[src/design/fdpp_pkg.sv]
// Package: types, codes and constants shared by the framed decimal pair parser.
package fdpp_pkg;

  localparam logic [7:0] BYTE_START = 8'h9A;
  localparam logic [7:0] BYTE_END = 8'hA9;
  localparam logic [7:0] BYTE_COMMA = 8'h2C;
  localparam logic [7:0] BYTE_PLUS = 8'h2B;
  localparam logic [7:0] BYTE_MINUS = 8'h2D;
  localparam logic [7:0] BYTE_SPACE = 8'h20;
  localparam logic [7:0] BYTE_DIGIT0 = 8'd48;
  localparam logic [7:0] BYTE_DIGIT9 = 8'd57;
  localparam logic [7:0] BYTE_TAB = 8'h09;
  localparam logic [7:0] BYTE_CR = 8'h0D;
  localparam logic [7:0] BYTE_NUL = 8'h00;

  localparam logic [2:0] TOKENS_USED = 3'd4;
  localparam int WINDOW_READS_DEFAULT = 47;
  localparam int QUEUE_DEPTH = 4;

  typedef struct packed {
    logic [7:0] rx_byte;
    logic       timed_out;
  } fdpp_in_t;

  typedef struct packed {
    logic [7:0]  motor_id;
    logic [15:0] motor_command;
    logic        pair_valid;
    logic        frame_end;
    logic        frame_error;
  } fdpp_out_t;

  typedef enum logic [3:0] {
    KIND_TIMEOUT,
    KIND_START,
    KIND_END,
    KIND_NUL,
    KIND_COMMA,
    KIND_SPACE,
    KIND_PLUS,
    KIND_MINUS,
    KIND_DIGIT,
    KIND_OTHER
  } fdpp_kind_t;

  typedef struct packed {
    fdpp_kind_t kind;
    logic [3:0] digit;
  } fdpp_item_t;

  typedef enum logic [1:0] {
    PH_SPACE,
    PH_SIGN,
    PH_DIGITS,
    PH_DONE
  } fdpp_phase_t;

endpackage

[src/design/fdpp_front.sv]
// Front end: accepts UART read beats and classifies each byte.
module fdpp_front (
  input  logic              item_valid,
  output logic              item_stall,
  input  fdpp_pkg::fdpp_in_t item,
  output logic              push,
  output fdpp_pkg::fdpp_item_t push_item,
  input  logic              queue_full
);
  import fdpp_pkg::*;

  logic [7:0] b;

  assign b = item.rx_byte;
  assign item_stall = queue_full;
  assign push = item_valid && !queue_full;

  always_comb begin
    push_item.digit = 4'(b - BYTE_DIGIT0);
    if (item.timed_out) begin
      push_item.kind = KIND_TIMEOUT;
    end else if (b == BYTE_START) begin
      push_item.kind = KIND_START;
    end else if (b == BYTE_END) begin
      push_item.kind = KIND_END;
    end else if (b == BYTE_NUL) begin
      push_item.kind = KIND_NUL;
    end else if (b == BYTE_COMMA) begin
      push_item.kind = KIND_COMMA;
    end else if (b == BYTE_SPACE || b inside {[BYTE_TAB:BYTE_CR]}) begin
      push_item.kind = KIND_SPACE;
    end else if (b == BYTE_PLUS) begin
      push_item.kind = KIND_PLUS;
    end else if (b == BYTE_MINUS) begin
      push_item.kind = KIND_MINUS;
    end else if (b inside {[BYTE_DIGIT0:BYTE_DIGIT9]}) begin
      push_item.kind = KIND_DIGIT;
    end else begin
      push_item.kind = KIND_OTHER;
    end
  end

endmodule

[src/design/fdpp_queue.sv]
// Short queue of classified bytes between the front and back ends.
module fdpp_queue #(
  parameter int DEPTH = fdpp_pkg::QUEUE_DEPTH
) (
  input  logic                 clk,
  input  logic                 rst,
  input  logic                 push,
  input  fdpp_pkg::fdpp_item_t push_item,
  output logic                 full,
  input  logic                 pop,
  output logic                 not_empty,
  output fdpp_pkg::fdpp_item_t head
);
  import fdpp_pkg::*;

  localparam int PW = (DEPTH > 1) ? $clog2(DEPTH) : 1;
  localparam int CW = $clog2(DEPTH + 1);

  fdpp_item_t     slots [DEPTH];
  logic [PW-1:0]  wr_ptr;
  logic [PW-1:0]  rd_ptr;
  logic [CW-1:0]  count;

  assign full = (count == CW'(DEPTH));
  assign not_empty = (count != '0);
  assign head = slots[rd_ptr];

  always_ff @(posedge clk) begin
    if (push) begin
      slots[wr_ptr] <= push_item;
    end
  end

  always_ff @(posedge clk) begin
    if (rst) begin
      wr_ptr <= '0;
      rd_ptr <= '0;
      count <= '0;
    end else begin
      if (push) begin
        wr_ptr <= (wr_ptr == PW'(DEPTH - 1)) ? '0 : wr_ptr + 1'b1;
      end
      if (pop) begin
        rd_ptr <= (rd_ptr == PW'(DEPTH - 1)) ? '0 : rd_ptr + 1'b1;
      end
      if (push && !pop) begin
        count <= count + 1'b1;
      end else if (pop && !push) begin
        count <= count - 1'b1;
      end
    end
  end

endmodule

[src/design/fdpp_back.sv]
// Back end: token and frame state, result assembly and the output register.
module fdpp_back #(
  parameter int WINDOW_READS = fdpp_pkg::WINDOW_READS_DEFAULT
) (
  input  logic                 clk,
  input  logic                 rst,
  input  logic                 not_empty,
  input  fdpp_pkg::fdpp_item_t head,
  output logic                 pop,
  output logic                 result_valid,
  input  logic                 result_stall,
  output fdpp_pkg::fdpp_out_t  result
);
  import fdpp_pkg::*;

  localparam int WW = $clog2(WINDOW_READS);
  localparam logic [WW:0] WIN_LIMIT = (WW + 1)'(WINDOW_READS);

  logic          in_frame, in_frame_next;
  logic [WW-1:0] window_reads, window_reads_next;
  logic [2:0]    tokens_seen, tokens_seen_next;
  logic          token_open, token_open_next;
  fdpp_phase_t   digit_phase, digit_phase_next;
  logic          value_negative, value_negative_next;
  logic [15:0]   value_accum, value_accum_next;
  logic [7:0]    held_id, held_id_next;
  logic          text_ended, text_ended_next;

  logic          do_close;
  logic          close_used;
  logic          pair;
  logic          fend;
  logic [15:0]   signed_value;
  logic [15:0]   accum_x10;
  logic [WW:0]   window_inc;
  logic          has_result;
  fdpp_out_t     result_next;

  assign pop = not_empty && (!result_valid || !result_stall);

  assign signed_value = value_negative ? 16'(~value_accum + 16'd1) : value_accum;
  assign accum_x10 = 16'({value_accum, 3'b000} + {value_accum, 1'b0});
  assign close_used = token_open && (tokens_seen < TOKENS_USED);
  assign window_inc = {1'b0, window_reads} + 1'b1;

  always_comb begin
    do_close = 1'b0;
    fend = 1'b0;
    in_frame_next = in_frame;
    tokens_seen_next = tokens_seen;
    token_open_next = token_open;
    digit_phase_next = digit_phase;
    value_negative_next = value_negative;
    value_accum_next = value_accum;
    held_id_next = held_id;
    text_ended_next = text_ended;
    window_reads_next = window_reads;

    if (head.kind == KIND_START) begin
      in_frame_next = 1'b1;
      tokens_seen_next = '0;
      text_ended_next = 1'b0;
      held_id_next = '0;
      token_open_next = 1'b0;
      digit_phase_next = PH_SPACE;
      value_negative_next = 1'b0;
      value_accum_next = '0;
    end else if (in_frame && head.kind != KIND_TIMEOUT) begin
      if (head.kind == KIND_END) begin
        fend = 1'b1;
        do_close = !text_ended;
      end else if (!text_ended) begin
        case (head.kind)
          KIND_NUL: begin
            do_close = 1'b1;
            text_ended_next = 1'b1;
          end
          KIND_COMMA: begin
            do_close = 1'b1;
          end
          default: begin
            token_open_next = 1'b1;
            case (digit_phase)
              PH_SPACE: begin
                if (head.kind == KIND_PLUS || head.kind == KIND_MINUS) begin
                  value_negative_next = (head.kind == KIND_MINUS);
                  digit_phase_next = PH_SIGN;
                end else if (head.kind == KIND_DIGIT) begin
                  value_accum_next = {12'd0, head.digit};
                  digit_phase_next = PH_DIGITS;
                end else if (head.kind != KIND_SPACE) begin
                  digit_phase_next = PH_DONE;
                end
              end
              PH_SIGN, PH_DIGITS: begin
                if (head.kind == KIND_DIGIT) begin
                  value_accum_next = 16'(accum_x10 + {12'd0, head.digit});
                  digit_phase_next = PH_DIGITS;
                end else begin
                  digit_phase_next = PH_DONE;
                end
              end
              default: begin
              end
            endcase
          end
        endcase
      end
    end

    if (do_close) begin
      if (close_used) begin
        if (!tokens_seen[0]) begin
          held_id_next = signed_value[7:0];
        end
        tokens_seen_next = tokens_seen + 1'b1;
      end
      token_open_next = 1'b0;
      digit_phase_next = PH_SPACE;
      value_negative_next = 1'b0;
      value_accum_next = '0;
    end

    if (head.kind == KIND_TIMEOUT || fend || window_inc >= WIN_LIMIT) begin
      in_frame_next = 1'b0;
      tokens_seen_next = '0;
      text_ended_next = 1'b0;
      held_id_next = '0;
      token_open_next = 1'b0;
      digit_phase_next = PH_SPACE;
      value_negative_next = 1'b0;
      value_accum_next = '0;
      window_reads_next = '0;
    end else begin
      window_reads_next = window_inc[WW-1:0];
    end
  end

  always_comb begin
    pair = do_close && close_used && tokens_seen[0];
    has_result = pair || fend;
    result_next.motor_id = pair ? held_id : 8'd0;
    result_next.motor_command = pair ? signed_value : 16'd0;
    result_next.pair_valid = pair;
    result_next.frame_end = fend;
    result_next.frame_error = fend &&
        ((tokens_seen + 3'(pair || (do_close && close_used))) < TOKENS_USED);
  end

  always_ff @(posedge clk) begin
    if (rst) begin
      in_frame <= 1'b0;
      window_reads <= '0;
      tokens_seen <= '0;
      token_open <= 1'b0;
      digit_phase <= PH_SPACE;
      value_negative <= 1'b0;
      value_accum <= '0;
      held_id <= '0;
      text_ended <= 1'b0;
      result_valid <= 1'b0;
    end else if (pop) begin
      in_frame <= in_frame_next;
      window_reads <= window_reads_next;
      tokens_seen <= tokens_seen_next;
      token_open <= token_open_next;
      digit_phase <= digit_phase_next;
      value_negative <= value_negative_next;
      value_accum <= value_accum_next;
      held_id <= held_id_next;
      text_ended <= text_ended_next;
      result_valid <= has_result;
    end else if (!result_stall) begin
      result_valid <= 1'b0;
    end
  end

  always_ff @(posedge clk) begin
    if (pop) begin
      result <= result_next;
    end
  end

endmodule

[src/design/framed_decimal_pair_parser_unit.sv]
// Top level of the framed decimal pair parser.
//
//   channel | signals                            | beat
//   --------+------------------------------------+-----------------------------------
//   item    | item_valid, item_stall, item       | one UART read: byte or timeout
//   result  | result_valid, result_stall, result | id/command pair, frame end, error
//
// One read is taken per cycle while the classifier queue has room.
// A read is written into the queue when it is taken, and loads the output
// register as it leaves the queue; reads that produce nothing give no beat.
// The back end takes one entry per cycle while the output register is free.
// A stalled result holds the output register; the four-entry queue then
// fills and item_stall rises. Reset is synchronous, with no clearing pass.
module framed_decimal_pair_parser_unit #(
  parameter int WINDOW_READS = fdpp_pkg::WINDOW_READS_DEFAULT
) (
  input  logic                clk,
  input  logic                rst,
  input  logic                item_valid,
  output logic                item_stall,
  input  fdpp_pkg::fdpp_in_t  item,
  output logic                result_valid,
  input  logic                result_stall,
  output fdpp_pkg::fdpp_out_t result
);
  import fdpp_pkg::*;

  logic       push;
  fdpp_item_t push_item;
  logic       queue_full;
  logic       pop;
  logic       not_empty;
  fdpp_item_t head;

  fdpp_front u_front (
    .item_valid (item_valid),
    .item_stall (item_stall),
    .item       (item),
    .push       (push),
    .push_item  (push_item),
    .queue_full (queue_full)
  );

  fdpp_queue #(
    .DEPTH (QUEUE_DEPTH)
  ) u_queue (
    .clk       (clk),
    .rst       (rst),
    .push      (push),
    .push_item (push_item),
    .full      (queue_full),
    .pop       (pop),
    .not_empty (not_empty),
    .head      (head)
  );

  fdpp_back #(
    .WINDOW_READS (WINDOW_READS)
  ) u_back (
    .clk          (clk),
    .rst          (rst),
    .not_empty    (not_empty),
    .head         (head),
    .pop          (pop),
    .result_valid (result_valid),
    .result_stall (result_stall),
    .result       (result)
  );

endmodule

[config.mk]
export PLATFORM = sky130hd
export DESIGN_NAME = framed_decimal_pair_parser_unit
export DESIGN_NICKNAME = d
export VERILOG_FILES = /design/src/design/fdpp_pkg.sv /design/src/design/fdpp_front.sv /design/src/design/fdpp_queue.sv /design/src/design/fdpp_back.sv /design/src/design/framed_decimal_pair_parser_unit.sv
export SDC_FILE = /design/constraint.sdc
export NUM_CORES = 1
export LEC_CHECK = 0
export ABC_AREA = 1
export CAP_MARGIN = 10
export CORE_UTILIZATION = 25
export CTS_CLUSTER_DIAMETER = 50
export DETAILED_ROUTE_END_ITERATION = 8
export DONT_BUFFER_PORTS = 1
export PLACE_DENSITY = 0.45
export RECOVER_POWER = 50
export SLEW_MARGIN = 15
export SYNTH_ARGS = -nofsm -noshare
export SYNTH_HDL_FRONTEND = slang
export SYNTH_SLANG_ARGS = --single-unit
[constraint.sdc]
create_clock -name clk -period 3.77 [get_ports clk]
set_input_delay 0.1885 -clock clk [delete_from_list [all_inputs] [get_ports clk]]
set_output_delay 0.1885 -clock clk [all_outputs]
set_load 0.1 [all_outputs]
### Yosys cells after proc, flatten, opt, wreduce, memory -nomap -nowiden

Memories as Yosys holds them, arrays and structs flattened. A register that Yosys moved wholly into a read port is not among the register bits.
Cells that the tools add are included.

* register bits: 74
* memory bits (writable): 32
* input bits: 13
* output and inout port bits: 29
* memories: 1

* $add $sub $neg: 11
* $lt $le $gt $ge: 7
* eq/ne operators: 28
* muxes and demuxes: 85
* bitwise gates (word level): 1
* reduce and logical (&&, ||, !) cells: 44

Memories
* u_queue.slots: words 4, width 8, rd ports 1, clocked after Yosys merged registers in 1, write ports 1, line fdpp_queue.sv:19 `fdpp_item_t slots [DEPTH];`

Operators with widths (number)
* 2-to-1 mux 16 bit: 11
* 2-to-1 mux 8 bit: 5
* 2-to-1 mux 1 bit: 38
* equality test 8 x 6 -> 1 bit (second input constant): 4
* 2-to-1 mux 4 bit: 8
* case mux 16 bit (2 select lines): 1
* 2-to-1 mux 2 bit: 14
* 2-to-1 mux 3 bit: 6
* adder 16 x 1 -> 16 bit (second input constant): 1
* adder 16 bit: 1
* adder 16 x 4 -> 16 bit: 1
* equality test 8 bit (second input constant): 2
* inverter 16 bit: 1
* nonzero test 4 bit: 4
* AND reduction 7 bit: 2
* equality test 4 x 3 -> 1 bit (second input constant): 3
* logical AND 1 bit: 11
* inequality test 5 x 1 -> 1 bit (second input constant): 2
* AND reduction 9 bit: 1
* equality test 4 x 2 -> 1 bit (second input constant): 2
* >= comparator 8 x 4 -> 1 bit (second input constant): 1
* >= comparator 8 x 6 -> 1 bit (second input constant): 1
* less-or-equal comparator 8 x 4 -> 1 bit (second input constant): 1
* less-or-equal comparator 8 x 6 -> 1 bit (second input constant): 1
* other kinds (35): 54

### Logic depth before layout (Yosys ltp)

Gate-level depths: netlist of run 1.

* depth in word-level cells: 13
* mapped depth: 21
* depth with buffers taken out: 19

### Hierarchy

Synthesis of run 1 repeated with hierarchy kept, for this count alone.

* cells, all modules: 836
* area, all modules: 6536.3 µm²

Modules (own cells, without submodules)
* fdpp_back: instances 1, cells an instance 631, area an instance 4544.4 µm²
* fdpp_queue: instances 1, cells an instance 136, area an instance 1654.1 µm²
* fdpp_front: instances 1, cells an instance 69, area an instance 337.8 µm²

### Worst setup path after synthesis of run 1

OpenSTA, ideal clock, no wires.

* path kind: flip-flop to flip-flop
* start point: register u_queue.count[0]
* end point: register u_queue.count[1]
* arrival time: 3606 ps
* path slack: 43 ps
* cell stages (with the launch flop): 8
* clock period less this slack: 3727 ps
* path through: dfxtp_1 -> nor3_1 -> nor2_1 -> ha_1 -> inv_1 -> fa_1 -> o21ai_0 -> a21oi_1

* longest elaborated chain between the ends: 6

RTL lines
* start: declaration: line fdpp_queue.sv:22 `logic [CW-1:0] count;`
* start signal: assignment: line fdpp_queue.sv:47 `count <= count + 1'b1;`
* start signal: assignment: line fdpp_queue.sv:49 `count <= count - 1'b1;`
* equality test 3 bit *: line fdpp_queue.sv:24 `assign full = (count == CW'(DEPTH));`
* net item_stall: line framed_decimal_pair_parser_unit.sv:20 `output logic item_stall,`
* zero test 1 bit *: line fdpp_front.sv:16 `assign push = item_valid && !queue_full;`
* logical AND 1 bit *: line fdpp_front.sv:16
* net push: line framed_decimal_pair_parser_unit.sv:28 `logic push;`
* zero test 1 bit: line fdpp_queue.sv:48 `end else if (pop && !push) begin`
* logical AND 1 bit: line fdpp_queue.sv:48
* nonzero test 2 bit (no line)

The timed path passes the listed nets; every way through them passes the cells marked *. The select of a mux whose other input is x is not followed.
A chain may end at the register's enable or synchronous reset.

==> key figures, run 1 <==
Routing
  – Vias/cell: 4.43
  – DRC violations left: 0
  – DR WL/cell: 12.8 um
  – Final wirelength: about 15 mm
  – Via Count: just over 5000
  – DR pass1 iterations: 4
  – Initial drt markers: 219
  – Detail Route Antenna Nets: 0

Clock network
  – Clk buf depth: 2
  – Setup bufs post-CTS: 0
  – CTS Sinks: about 110
  – CTS tree: yes
  – H-tree Lvls: 3
  – Clock slew seen by the registers of the worst setup and hold paths: around 80 ps
  – Root buf cell: clkbuf_16
  – CTS Buf Count: 9
  – Worst-Skew Late Latency: approximately 360 ps

Global routing
  – Total global-route track usage: 11.8%
  – Largest net degree at the start of global routing: 33
  – Vias in the first global route: 5000
  – Congestion Overflow GR: 0
  – First-pass GRT wire length: 25.0 mm
  – Initial antenna violation count: 0

STA
  – Final Max Tran Viols: 0
  – FMAX: around 0.32 GHz
  – Final setup fails: 0
  – Fin crit period: ~3100 ps
  – Final Cycle Share: around 80%
  – Hold Vio Cnt, Final: 0
  – Post-Route Setup TNS: 0 ps
  – Layout Skew: 10.1 ps
  – Worst-Margin Slew: between 1000 and 1500 ps
  – RSZ-0062 raised after global routing: false
  – Worst slew margin: roughly a fifth

Yosys
  – Yosys cell types: 52
  – Register bit total from synthesis: approximately 110
  – Synth Flop Type: edfxtp_1
  – Mean Syn Cell Area: 7.98 sq um
  – Netlist Area Pre-Place: 6520 sq um
  – Post-synth EDFFs: slightly below 60
  – Yosys warning count: 0
  – Sequential element share of the synthesized area: around 42%
  – Ys async rst share: 0%
  – Synthesized net count: approximately 870
  – Cell count after synthesis: roughly 820

Critical path
  – CP Class: register to register
  – Crit. End Element: register
  – Critical Path Start Type: register
  – R2R setup slack: ~660 ps
  – Reg-to-reg endpoint: u_back.value_accum[14]$_SDFFE_PP0P_
  – Worst Path Max Fanout: 10
  – Cells on worst reg2reg path: 16
  – Worst endpoint required time: 4030 ps
  – Crit path DAT: around 3400 ps

Pwr
  – PD cells: approximately 900 nW/um^2
  – Sw frac: about 54%
  – Leak: between 3 and 4 nW
  – Comb pwr share: roughly two fifths
  – NetSw: 0.00341 W
  – Overall Power: roughly 0.0063 W
  – Clock Power Share: 14.6%
  – Peak VDD IR: slightly below 0.6 mV
  – Int Power: approximately 0.0029 W
  – Seq pwr share: a little under half

Floorplanning
  – Cell row count: 58
  – Ports: 42
  – Die height: 164 um
  – Die Span X: approximately 160 um
  – Total die area: about 27000 sq um
  – Initial Utilization: 25.7%
  – Core ar.: between 20000 and 30000 sq um

Run status
  – Outcome: finished clean

Min path
  – Hold_sp: result_stall
  – Hold Crit Class: input port to register
  – Hold endpoint: u_back.result_valid$_SDFFE_PP0P_
  – Worst hold path stage count: 2

Layout
  – Net count, final: slightly below 900
  – Layout area overhead: 10.5%
  – # diodes: 0
  – Layout cell share with drive strength beyond 1: under 10%

Placement
  – RePlAce Congestion: roughly 0.78
  – HPWL after DPL: roughly 11 mm
  – IO Port Bufs: 0

Run
  – Max-cap violations: 0
## what timing repair did
| item | in CTS | in global routing |
|---|---|---|
| hold buffers | 5 | 0 |
| resized for setup | 0 | 0 |
| endpoints found under the hold margin | 35 | 0 |
## area by class of cell
| type | instances | area (sq um) |
|---|---|---|
| clock buffers | 10 | 229 |
| clock inverters | 6 | 55.1 |
| fillers | 2751 | 18200 |
| inverters | 100 | 385 |
| multi-input cells | 591 | 3250 |
| flip-flops and latches | 108 | 2750 |
| well taps | 330 | 413 |
| repair buffers | 12 | 116 |
## worst max-delay path: stages (launching register included)
cell     delay (ps)
dfxtp_1         560
inv_4           110
a32o_1          310
fa_1            490
fa_1            480
inv_1            90
nand3_1          60
nand2_1         100
nand4_1          80
nand2_1         150
a21oi_1         100
xor2_1          140
inv_1            50
nand2_1          60
nand3_1          70
nand2_1          90
nor2_1           50
## state kept, by name (all words and copies together), names as in the netlist, named ones only
name                   cells
u_queue.slots             32
u_back.result             27
u_back.value_accum        16
u_back.held_id             8
u_back.window_reads        6
u_back.tokens_seen         3
u_queue.count              3
u_back.digit_phase         2
u_queue.rd_ptr             2
u_queue.wr_ptr             2
u_back.in_frame            1
u_back.result_valid        1
u_back.text_ended          1
u_back.token_open          1
u_back.value_negative      1
## per-stage QoR
step                utilization [%]  worst slack (ps)  hold WS [ps]  std cells  area [sq um]
global placement               27.1               698           265       1136          6890
detailed placement             27.1               653           267       1136          6890
CTS                            28.5               634          19.8       1157          7230
global route                   28.4               333          27.4       1157          7210
floorplan                         -              43.3           287        818          6520
finish                         28.4               662          9.98       1157          7210
## routing by layer
metal	track usage (%)	share of wire, %
met1	14.9	48
met2	19.8	47
met3	2.49	3.4
met4	4.04	1.6
met5	0	0
## power by group through the flow
| stage | clock, W | sequential, W | combinational, W |
|---|---|---|---|
| after floorplan | 0 | 0.00278 | 0.00210 |
| after global placement | 0 | 0.00289 | 0.00258 |
| after detailed placement | 0 | 0.00289 | 0.00259 |
| after CTS | 0.000955 | 0.00287 | 0.00260 |
| after global routing | 0.000995 | 0.00291 | 0.00292 |
| final | 0.000926 | 0.00286 | 0.00255 |
## cells in the mapped netlist, types with 4 or more instances
library cell | number | area [sq um]
a21oi_1 | 48 | 240
buf_2 | 5 | 25.0
buf_6 | 5 | 56.3
clkbuf_1 | 6 | 22.5
dfxtp_1 | 49 | 981
edfxtp_1 | 59 | 1770
ha_1 | 38 | 475
inv_1 | 93 | 349
nand2_1 | 192 | 721
nand2_2 | 7 | 43.8
nand2_4 | 6 | 67.6
nand3_1 | 44 | 220
nand3_2 | 4 | 40.0
nand4_1 | 11 | 68.8
nor2_1 | 115 | 432
nor2_2 | 8 | 50.1
nor2_4 | 5 | 56.3
nor3_1 | 12 | 60.1
nor4_1 | 4 | 25.0
o21ai_0 | 30 | 150
o21bai_1 | 4 | 30.0
o22ai_1 | 5 | 31.3
xnor2_1 | 6 | 52.6
xor2_1 | 18 | 158
## cell usage in the layout (no fill, tap or decap), types with 12 or more instances in the layout
master and n:
nand3_1 45, ha_1 38, xor2_1 18, nor3_1 12
dfxtp_1 49, edfxtp_1 59, o21ai_0 30, nand2_1 192
nor2_1 115, inv_1 93, a21oi_1 48
## worst max-delay path by stage
| stage | from | slack (ps) | cells past startpoint | endpoint |
|---|---|---|---|---|
| global placement | register | 700 | 16 | u_back.value_accum[14]$_SDFFE_PP0P_ |
| finish | register | 660 | 16 | u_back.value_accum[14]$_SDFFE_PP0P_ |
| global route | register | 330 | 17 | u_back.value_accum[14]$_SDFFE_PP0P_ |
| CTS | register | 630 | 16 | u_back.value_accum[14]$_SDFFE_PP0P_ |
| detailed placement | register | 650 | 16 | u_back.value_accum[14]$_SDFFE_PP0P_ |
| floorplan | u_queue.count[0]$_SDFFE_PP0P_ | 40 | 7 | u_queue.count[1]$_SDFFE_PP0P_ |
## kinds of logic after synthesis
kind of cell	Yosys count	share of synthesized area [%]
flops	108	42.2
compound gates	103	8.82
xor+xnor	24	3.22
buf+inv	119	7.84
fa+ha+maj	41	8.21
simple gates	423	29.7
(Power assumes the default switching activity.)
==> run 2, diff against run 1 <==
- ABC_AREA: 1 -> 0
- clock period: 3.77 -> 3.2 ns (I/O delays scaled with it)
==> run 2 against run 1 <==
Largest power group unchanged. Combinational power decreased by 49%. Power decreased by 15%. Clock power rose by 16%. Critical path type unchanged. Largest cell class unchanged. Count of clock-buffer cells in the layout up 2. Sequential cell count is the same. Highest routed layer unchanged. Critical endpoint unchanged. Critical path depth is 3 lower. Worst hold slack improved by 39 ps.
==> key figures, run 2 <==
Run status
  – Outcome: finished clean

Clock network
  – Clk buf depth: 2
  – CTS tree: yes
  – CTS Buf Count: 9
  – Root buf cell: clkbuf_16
  – CTS Sinks: ~110
  – Clock slew seen by the registers of the worst setup and hold paths: 80 ps
  – H-tree Lvls: 3
  – Worst-Skew Late Latency: around 350 ps

Critical path
  – Crit path DAT: between 3000 and 4000 ps
  – Worst endpoint required time: ~3500 ps
  – R2R setup slack: ~160 ps
  – Worst Path Max Fanout: 4
  – Reg-to-reg endpoint: u_back.value_accum[14]$_SDFFE_PP0P_
  – Critical Path Start Type: register
  – Cells on worst reg2reg path: 13
  – CP Class: register to register
  – Crit. End Element: register

Layout
  – Top reg by flops: u_queue.slots
  – Most frequent cells in the layout: edfxtp_1, nor2_1, dfxtp_1
  – Commonest non-fill, non-tap cell in the layout: edfxtp_1
  – Net count, final: 610
  – Biggest regs: u_queue.slots x32, u_back.result x27, u_back.value_accum x16
  – # diodes: 0
  – Fillers: roughly 2400
  – Layout area overhead: 13.4%
  – Layout cell share with drive strength beyond 1: between 10% and 20%
  – Max reg flops: 32

Yosys
  – Ys async rst share: 0%
  – Commonest cells post-synth: edfxtp_1, nor2_1, dfxtp_1
  – Top cells by area, synth: edfxtp_1, dfxtp_1, ha_1, nor2_1, mux4_2
  – Share of the synthesized area in the top cell type: between 30 and 40%
  – Cell with the most instances after synthesis: edfxtp_1
  – Register bit total from synthesis: 108
  – Synth area leader: edfxtp_1
  – Synthesized net count: a little under 600
  – Synth Flop Type: edfxtp_1
  – Post-synth EDFFs: 59
  – Sequential element share of the synthesized area: a little under half
  – Yosys cell types: between 60 and 70
  – Yosys warning count: 0
  – Netlist Area Pre-Place: 5810 sq um
  – Mean Syn Cell Area: ~11 sq um
  – Cell count after synthesis: approximately 540

STA
  – Hold Vio Cnt, Final: 0
  – Fin crit period: 3040 ps
  – Worst-Margin Slew: around 1200 ps
  – Layout Skew: 13.3 ps
  – FMAX: between 0.3 and 0.4 GHz
  – Final setup fails: 0
  – Worst slew margin: a little under a quarter
  – Final Cycle Share: roughly 95%
  – Post-Route Setup TNS: 0 ps
  – Final Max Tran Viols: 0

Pwr
  – NetSw: between 0.002 and 0.003 W
  – Leak: 2.47 nW
  – Sw frac: 46.9%
  – Comb pwr share: 24.0%
  – Int Power: approximately 0.0029 W
  – Overall Power: around 0.0054 W
  – PD cells: slightly above 800 nW/um^2
  – Clock Power Share: between 10% and 20%
  – Peak VDD IR: ~0.38 mV
  – Seq pwr share: about 56%

Floorplanning
  – Cell row count: 55
  – Die Span X: 154 um
  – Ports: 42
  – Die height: 154 um
  – Total die area: ~24000 sq um
  – Initial Utilization: between 20% and 30%
  – Core ar.: between 20000 and 25000 sq um

Min path
  – Worst hold path stage count: 2
  – Hold endpoint: u_back.value_accum[14]$_SDFFE_PP0P_
  – Hold_sp: rst
  – Hold Crit Class: input port to register

Routing
  – Initial drt markers: between 150 and 200
  – DR WL/cell: ~15 um
  – Detail Route Antenna Nets: 0
  – Vias/cell: between 4 and 5
  – DR pass1 iterations: 5
  – DRC violations left: 0
  – Final wirelength: approximately 13 mm
  – Via Count: ~4100

Global routing
  – Congestion Overflow GR: 0
  – Largest net degree at the start of global routing: 31
  – Initial antenna violation count: 0
  – Vias in the first global route: roughly 4100
  – First-pass GRT wire length: roughly 21 mm
  – Total global-route track usage: 11.0%

Placement
  – HPWL after DPL: 9.10 mm
  – RePlAce Congestion: about 0.8
  – IO Port Bufs: 0

Run
  – Max-cap violations: 0
## run 2: cell count changes in the layout (fill, tap and decap cells not counted), sizes merged, moves of 8 or more
cell     change
nand2      -164
nor2        -79
inv         -78
nand3       -41
a21oi       -22
and3        +16
a22o        +12
buf         +12
xnor2       +11
nor2b       +10
o2bb2ai      +9
mux4         +8
o21ai        -8
## run 2: worst max-delay path: stages, from the launching register on
cell and delay [ps]:
dfxtp_2 360, buf_6 130, mux4_2 510, ha_1 200, ha_1 210, inv_1 80, fa_2 210, nor2b_2 50
o2111ai_2 200, a41oi_2 160, o21a_1 220, o21a_1 180, o21a_1 180, o41ai_2 260
## run 2: kinds of logic (layout without fill, tap and decap cells)
family          after synthesis  in the layout  synth area share [%]
compound gates              114            114                  13.8
simple gates                187            187                  16.8
xor+xnor                     29             29                  4.37
flops                       108            108                  47.4
fa+ha+maj                    41             41                  9.22
mux                          18             18                  4.95
buf+inv                      44             64                  3.49
## run 2: stage by stage
step	hold WS (ps)	setup WS (ps)	std cells	instance area [sq um]	utilization (%)
floorplan	259	68.8	541	5810	-
global placement	239	57.0	822	6190	27.3
detailed placement	241	-7.40	822	6190	27.3
CTS	10.6	1.47	846	6570	28.9
global route	32.1	-31.0	846	6590	29.0
finish	48.5	162	846	6590	29.0
## run 2: cell type report
| class | count | area, sq um | area share [%] |
|---|---|---|---|
| clock buffers | 12 | 246 | 3.74 |
| clock inverters | 4 | 33.8 | 0.513 |
| inverters | 23 | 86.3 | 1.31 |
| repair buffers | 25 | 218 | 3.31 |
| well taps | 285 | 357 | 5.42 |
| multi-input cells | 389 | 2890 | 43.9 |
| flip-flops and latches | 108 | 2750 | 41.8 |
## run 2: worst max-delay path by stage
stage                  start                                   to  cells past startpoint
global route        register  u_back.value_accum[14]$_SDFFE_PP0P_                     13
finish              register  u_back.value_accum[14]$_SDFFE_PP0P_                     13
CTS                 register  u_back.value_accum[14]$_SDFFE_PP0P_                     13
detailed placement  register  u_back.value_accum[14]$_SDFFE_PP0P_                     13
global placement    register  u_back.value_accum[14]$_SDFFE_PP0P_                     13
floorplan           register  u_back.value_accum[14]$_SDFFE_PP0P_                     12
## run 2: layer usage
layer,track usage [%],wire (um)
met1,14.4,6330
met2,18.1,5820
met3,2.44,367
met4,3.16,79
met5,0,0
## run 2: power by group through the flow
| stage | registers, W | logic (W) | clock network, W |
|---|---|---|---|
| 2_1_floorplan | 0.00300 | 0.000957 | 0 |
| 3_3_place_gp | 0.00304 | 0.00121 | 0 |
| 3_5_place_dp | 0.00305 | 0.00124 | 0 |
| 4_1_cts | 0.00302 | 0.00131 | 0.00111 |
| 5_1_grt | 0.00305 | 0.00145 | 0.00117 |
| 6_report | 0.00302 | 0.00129 | 0.00107 |
## run 2: repair_timing
item                                    in CTS  in global routing
hold endpoints to repair                    46                  0
pin swaps                                    0                  5
endpoints found under the setup margin       1                 11
buffers inserted                             2                  0
hold buffers                                 6                  0
gates resized for setup                      1                 12
==> run 3, diff against run 2 <==
- CORE_UTILIZATION: 25 -> 45
- GPL_TIMING_DRIVEN: unset -> 0
- PLACE_DENSITY: 0.45 -> 0.67
==> run 3 against run 2 <==
Sequential power about the same. Count of clock-buffer cells in the layout decreased by 3. Clock skew decreased by 3.5 ps. Critical path depth unchanged. Wire length decreased by 6.7%. Critical path type unchanged. Global-route usage increased by 7.2 points. Sequential share of layout area decreased by 0.34 points. Core utilization increased by 24 points. Power increased by 3.4%. Cell area increased by 0.95%. Largest power group unchanged.
==> key figures, run 3 (synthesis gave the netlist of run 2 again) <==
Floorplanning
  – Ports: 42
  – Die Span X: between 100 and 150 um
  – Initial Utilization: 46.0%
  – Cell row count: 41
  – Core ar.: 12600 sq um
  – Total die area: about 13000 sq um
  – Die height: 116 um

Layout
  – Top reg by flops: u_queue.slots
  – Max reg flops: 32
  – Net count, final: roughly 630
  – Layout cell share with drive strength beyond 1: ~14%
  – Biggest regs: u_queue.slots x32, u_back.result x27, u_back.value_accum x16
  – Area of the multi-input gates: slightly below 3000 sq um
  – Most frequent cells in the layout: edfxtp_1, nor2_1, dfxtp_1
  – Layout area overhead: 14.4%
  – Commonest non-fill, non-tap cell in the layout: edfxtp_1
  – Fillers: between 1000 and 1500
  – FF/Latch Area: ~2800 sq um
  – # diodes: 0
  – Final core occ: 52.7%

Clock network
  – CTS Buf Count: 9
  – CTS Sinks: roughly 110
  – CTS tree: yes
  – Worst-Skew Late Latency: between 300 and 400 ps
  – Root buf cell: clkbuf_16
  – H-tree Lvls: 3
  – Clk buf depth: 2
  – Clock slew seen by the registers of the worst setup and hold paths: about 80 ps

Critical path
  – Crit. End Element: register
  – Worst endpoint required time: 3460 ps
  – Crit path DAT: approximately 3400 ps
  – CP Class: register to register
  – Worst Path Max Fanout: 5
  – Critical Path Start Type: register

Pwr
  – Peak VDD IR: 0.296 mV
  – Overall Power: about 0.0056 W
  – Leak: about 2.6 nW
  – PD cells: 837 nW/um^2

STA
  – Final Max Tran Viols: 0
  – RSZ-0062 raised after global routing: true
  – Post-Route Setup TNS: 0 ps
  – Hold Vio Cnt, Final: 0
  – Fin crit period: approximately 3100 ps
  – FMAX: ~0.32 GHz
  – Worst slew margin: 20.1%
  – Worst-Margin Slew: 1200 ps
  – Final setup fails: 0
  – Layout Skew: around 10 ps
  – Final Cycle Share: 98.2%

Global routing
  – Congestion Overflow GR: 0
  – Vias in the first global route: around 4100
  – Initial antenna violation count: 0
  – First-pass GRT wire length: around 19 mm
  – Total global-route track usage: between 10% and 20%
  – Largest net degree at the start of global routing: 37

Placement
  – RePlAce Congestion: around 0.84
  – HPWL after DPL: 8.32 mm
  – IO Port Bufs: 0

Run status
  – Outcome: finished clean

Min path
  – Hold Crit Class: input port to register
  – Hold_sp: result_stall

Routing
  – DR WL/cell: about 16 um
  – Final wirelength: 11.8 mm
  – DRC violations left: 0
  – Vias/cell: 5.58
  – Via Count: between 4000 and 5000
  – Initial drt markers: roughly 280
  – DR pass1 iterations: 5
  – Detail Route Antenna Nets: 0

Run
  – Max-cap violations: 0
-- run 3: cell types whose count changed in the layout (fill, tap and decap cells not counted), sizes merged --
cell,delta
buf,+12
dlygate4sd3,-1
clkbuf,+8
clkinvlp,+1
bufinv,+1
clkinv,+1
-- run 3: critical path: stages (launching register included) --
cell       delay [ps]
dfxtp_4           350
buf_8             110
mux4_2            540
ha_4              250
ha_4              170
inv_2              60
fa_2              250
nor2b_4            50
o2111ai_2         230
a41oi_2           170
o21a_1            230
o21a_1            200
o21a_1            180
o41ai_2           250
-- run 3: where the power goes --
| part | switching (W) | internal [W] |
|---|---|---|
| logic | 0.000807 | 0.000613 |
| clock network | 0.000515 | 0.000613 |
| registers | 0.00122 | 0.00179 |
| total | 0.00255 | 0.00302 |
-- run 3: per-layer routing --
metal / part of all wire, % / wire length, um / GRT usage [%]
met1: 46 / 5400 / 23.4
met3: 2.8 / 327 / 3.29
met4: 1.1 / 124 / 5.73
met5: 0 / 0 / 0
met2: 50 / 5900 / 31.2
-- run 3: area by class of cell --
class | count | share of cell area (%)
clock inverters | 7 | 1.13
well taps | 172 | 3.24
multi-input cells | 389 | 44.3
flip-flops and latches | 108 | 41.5
plain buffers | 21 | 1.92
clock buffers | 9 | 3.39
inverters | 23 | 1.30
repair buffers | 26 | 3.24
-- run 3: final timing paths --
kind / slack [ps] / end / cells after the start
max: 60 / u_back.value_accum[14]$_SDFFE_PP0P_ / 13
min: 20 / u_back.result_valid$_SDFFE_PP0P_ / 2
max reg2reg: 60 / u_back.value_accum[14]$_SDFFE_PP0P_ / 13
min reg2reg: 460 / u_back.held_id[0]$_SDFFE_PP0P_ / 1
-- run 3: timing repair --
action | in CTS | in global routing
gates resized for setup | 12 | 15
cloned | 0 | 1
pin swaps | 6 | 8
hold endpoints to repair | 16 | 0
hold buffers | 4 | 0
setup buffers | 3 | 16
setup endpoints to repair | 8 | 12
-- run 3: through the flow --
step / setup WS, ps / instance area, sq um / hold WS [ps] / cells
detailed placement: -358 / 6070 / 260 / 715
global route: -77.2 / 6650 / 23.9 / 755
CTS: -25.6 / 6480 / 22.6 / 738
floorplan: 68.8 / 5810 / 259 / 541
global placement: -470 / 6030 / 259 / 713
finish: 57.3 / 6650 / 15.7 / 755
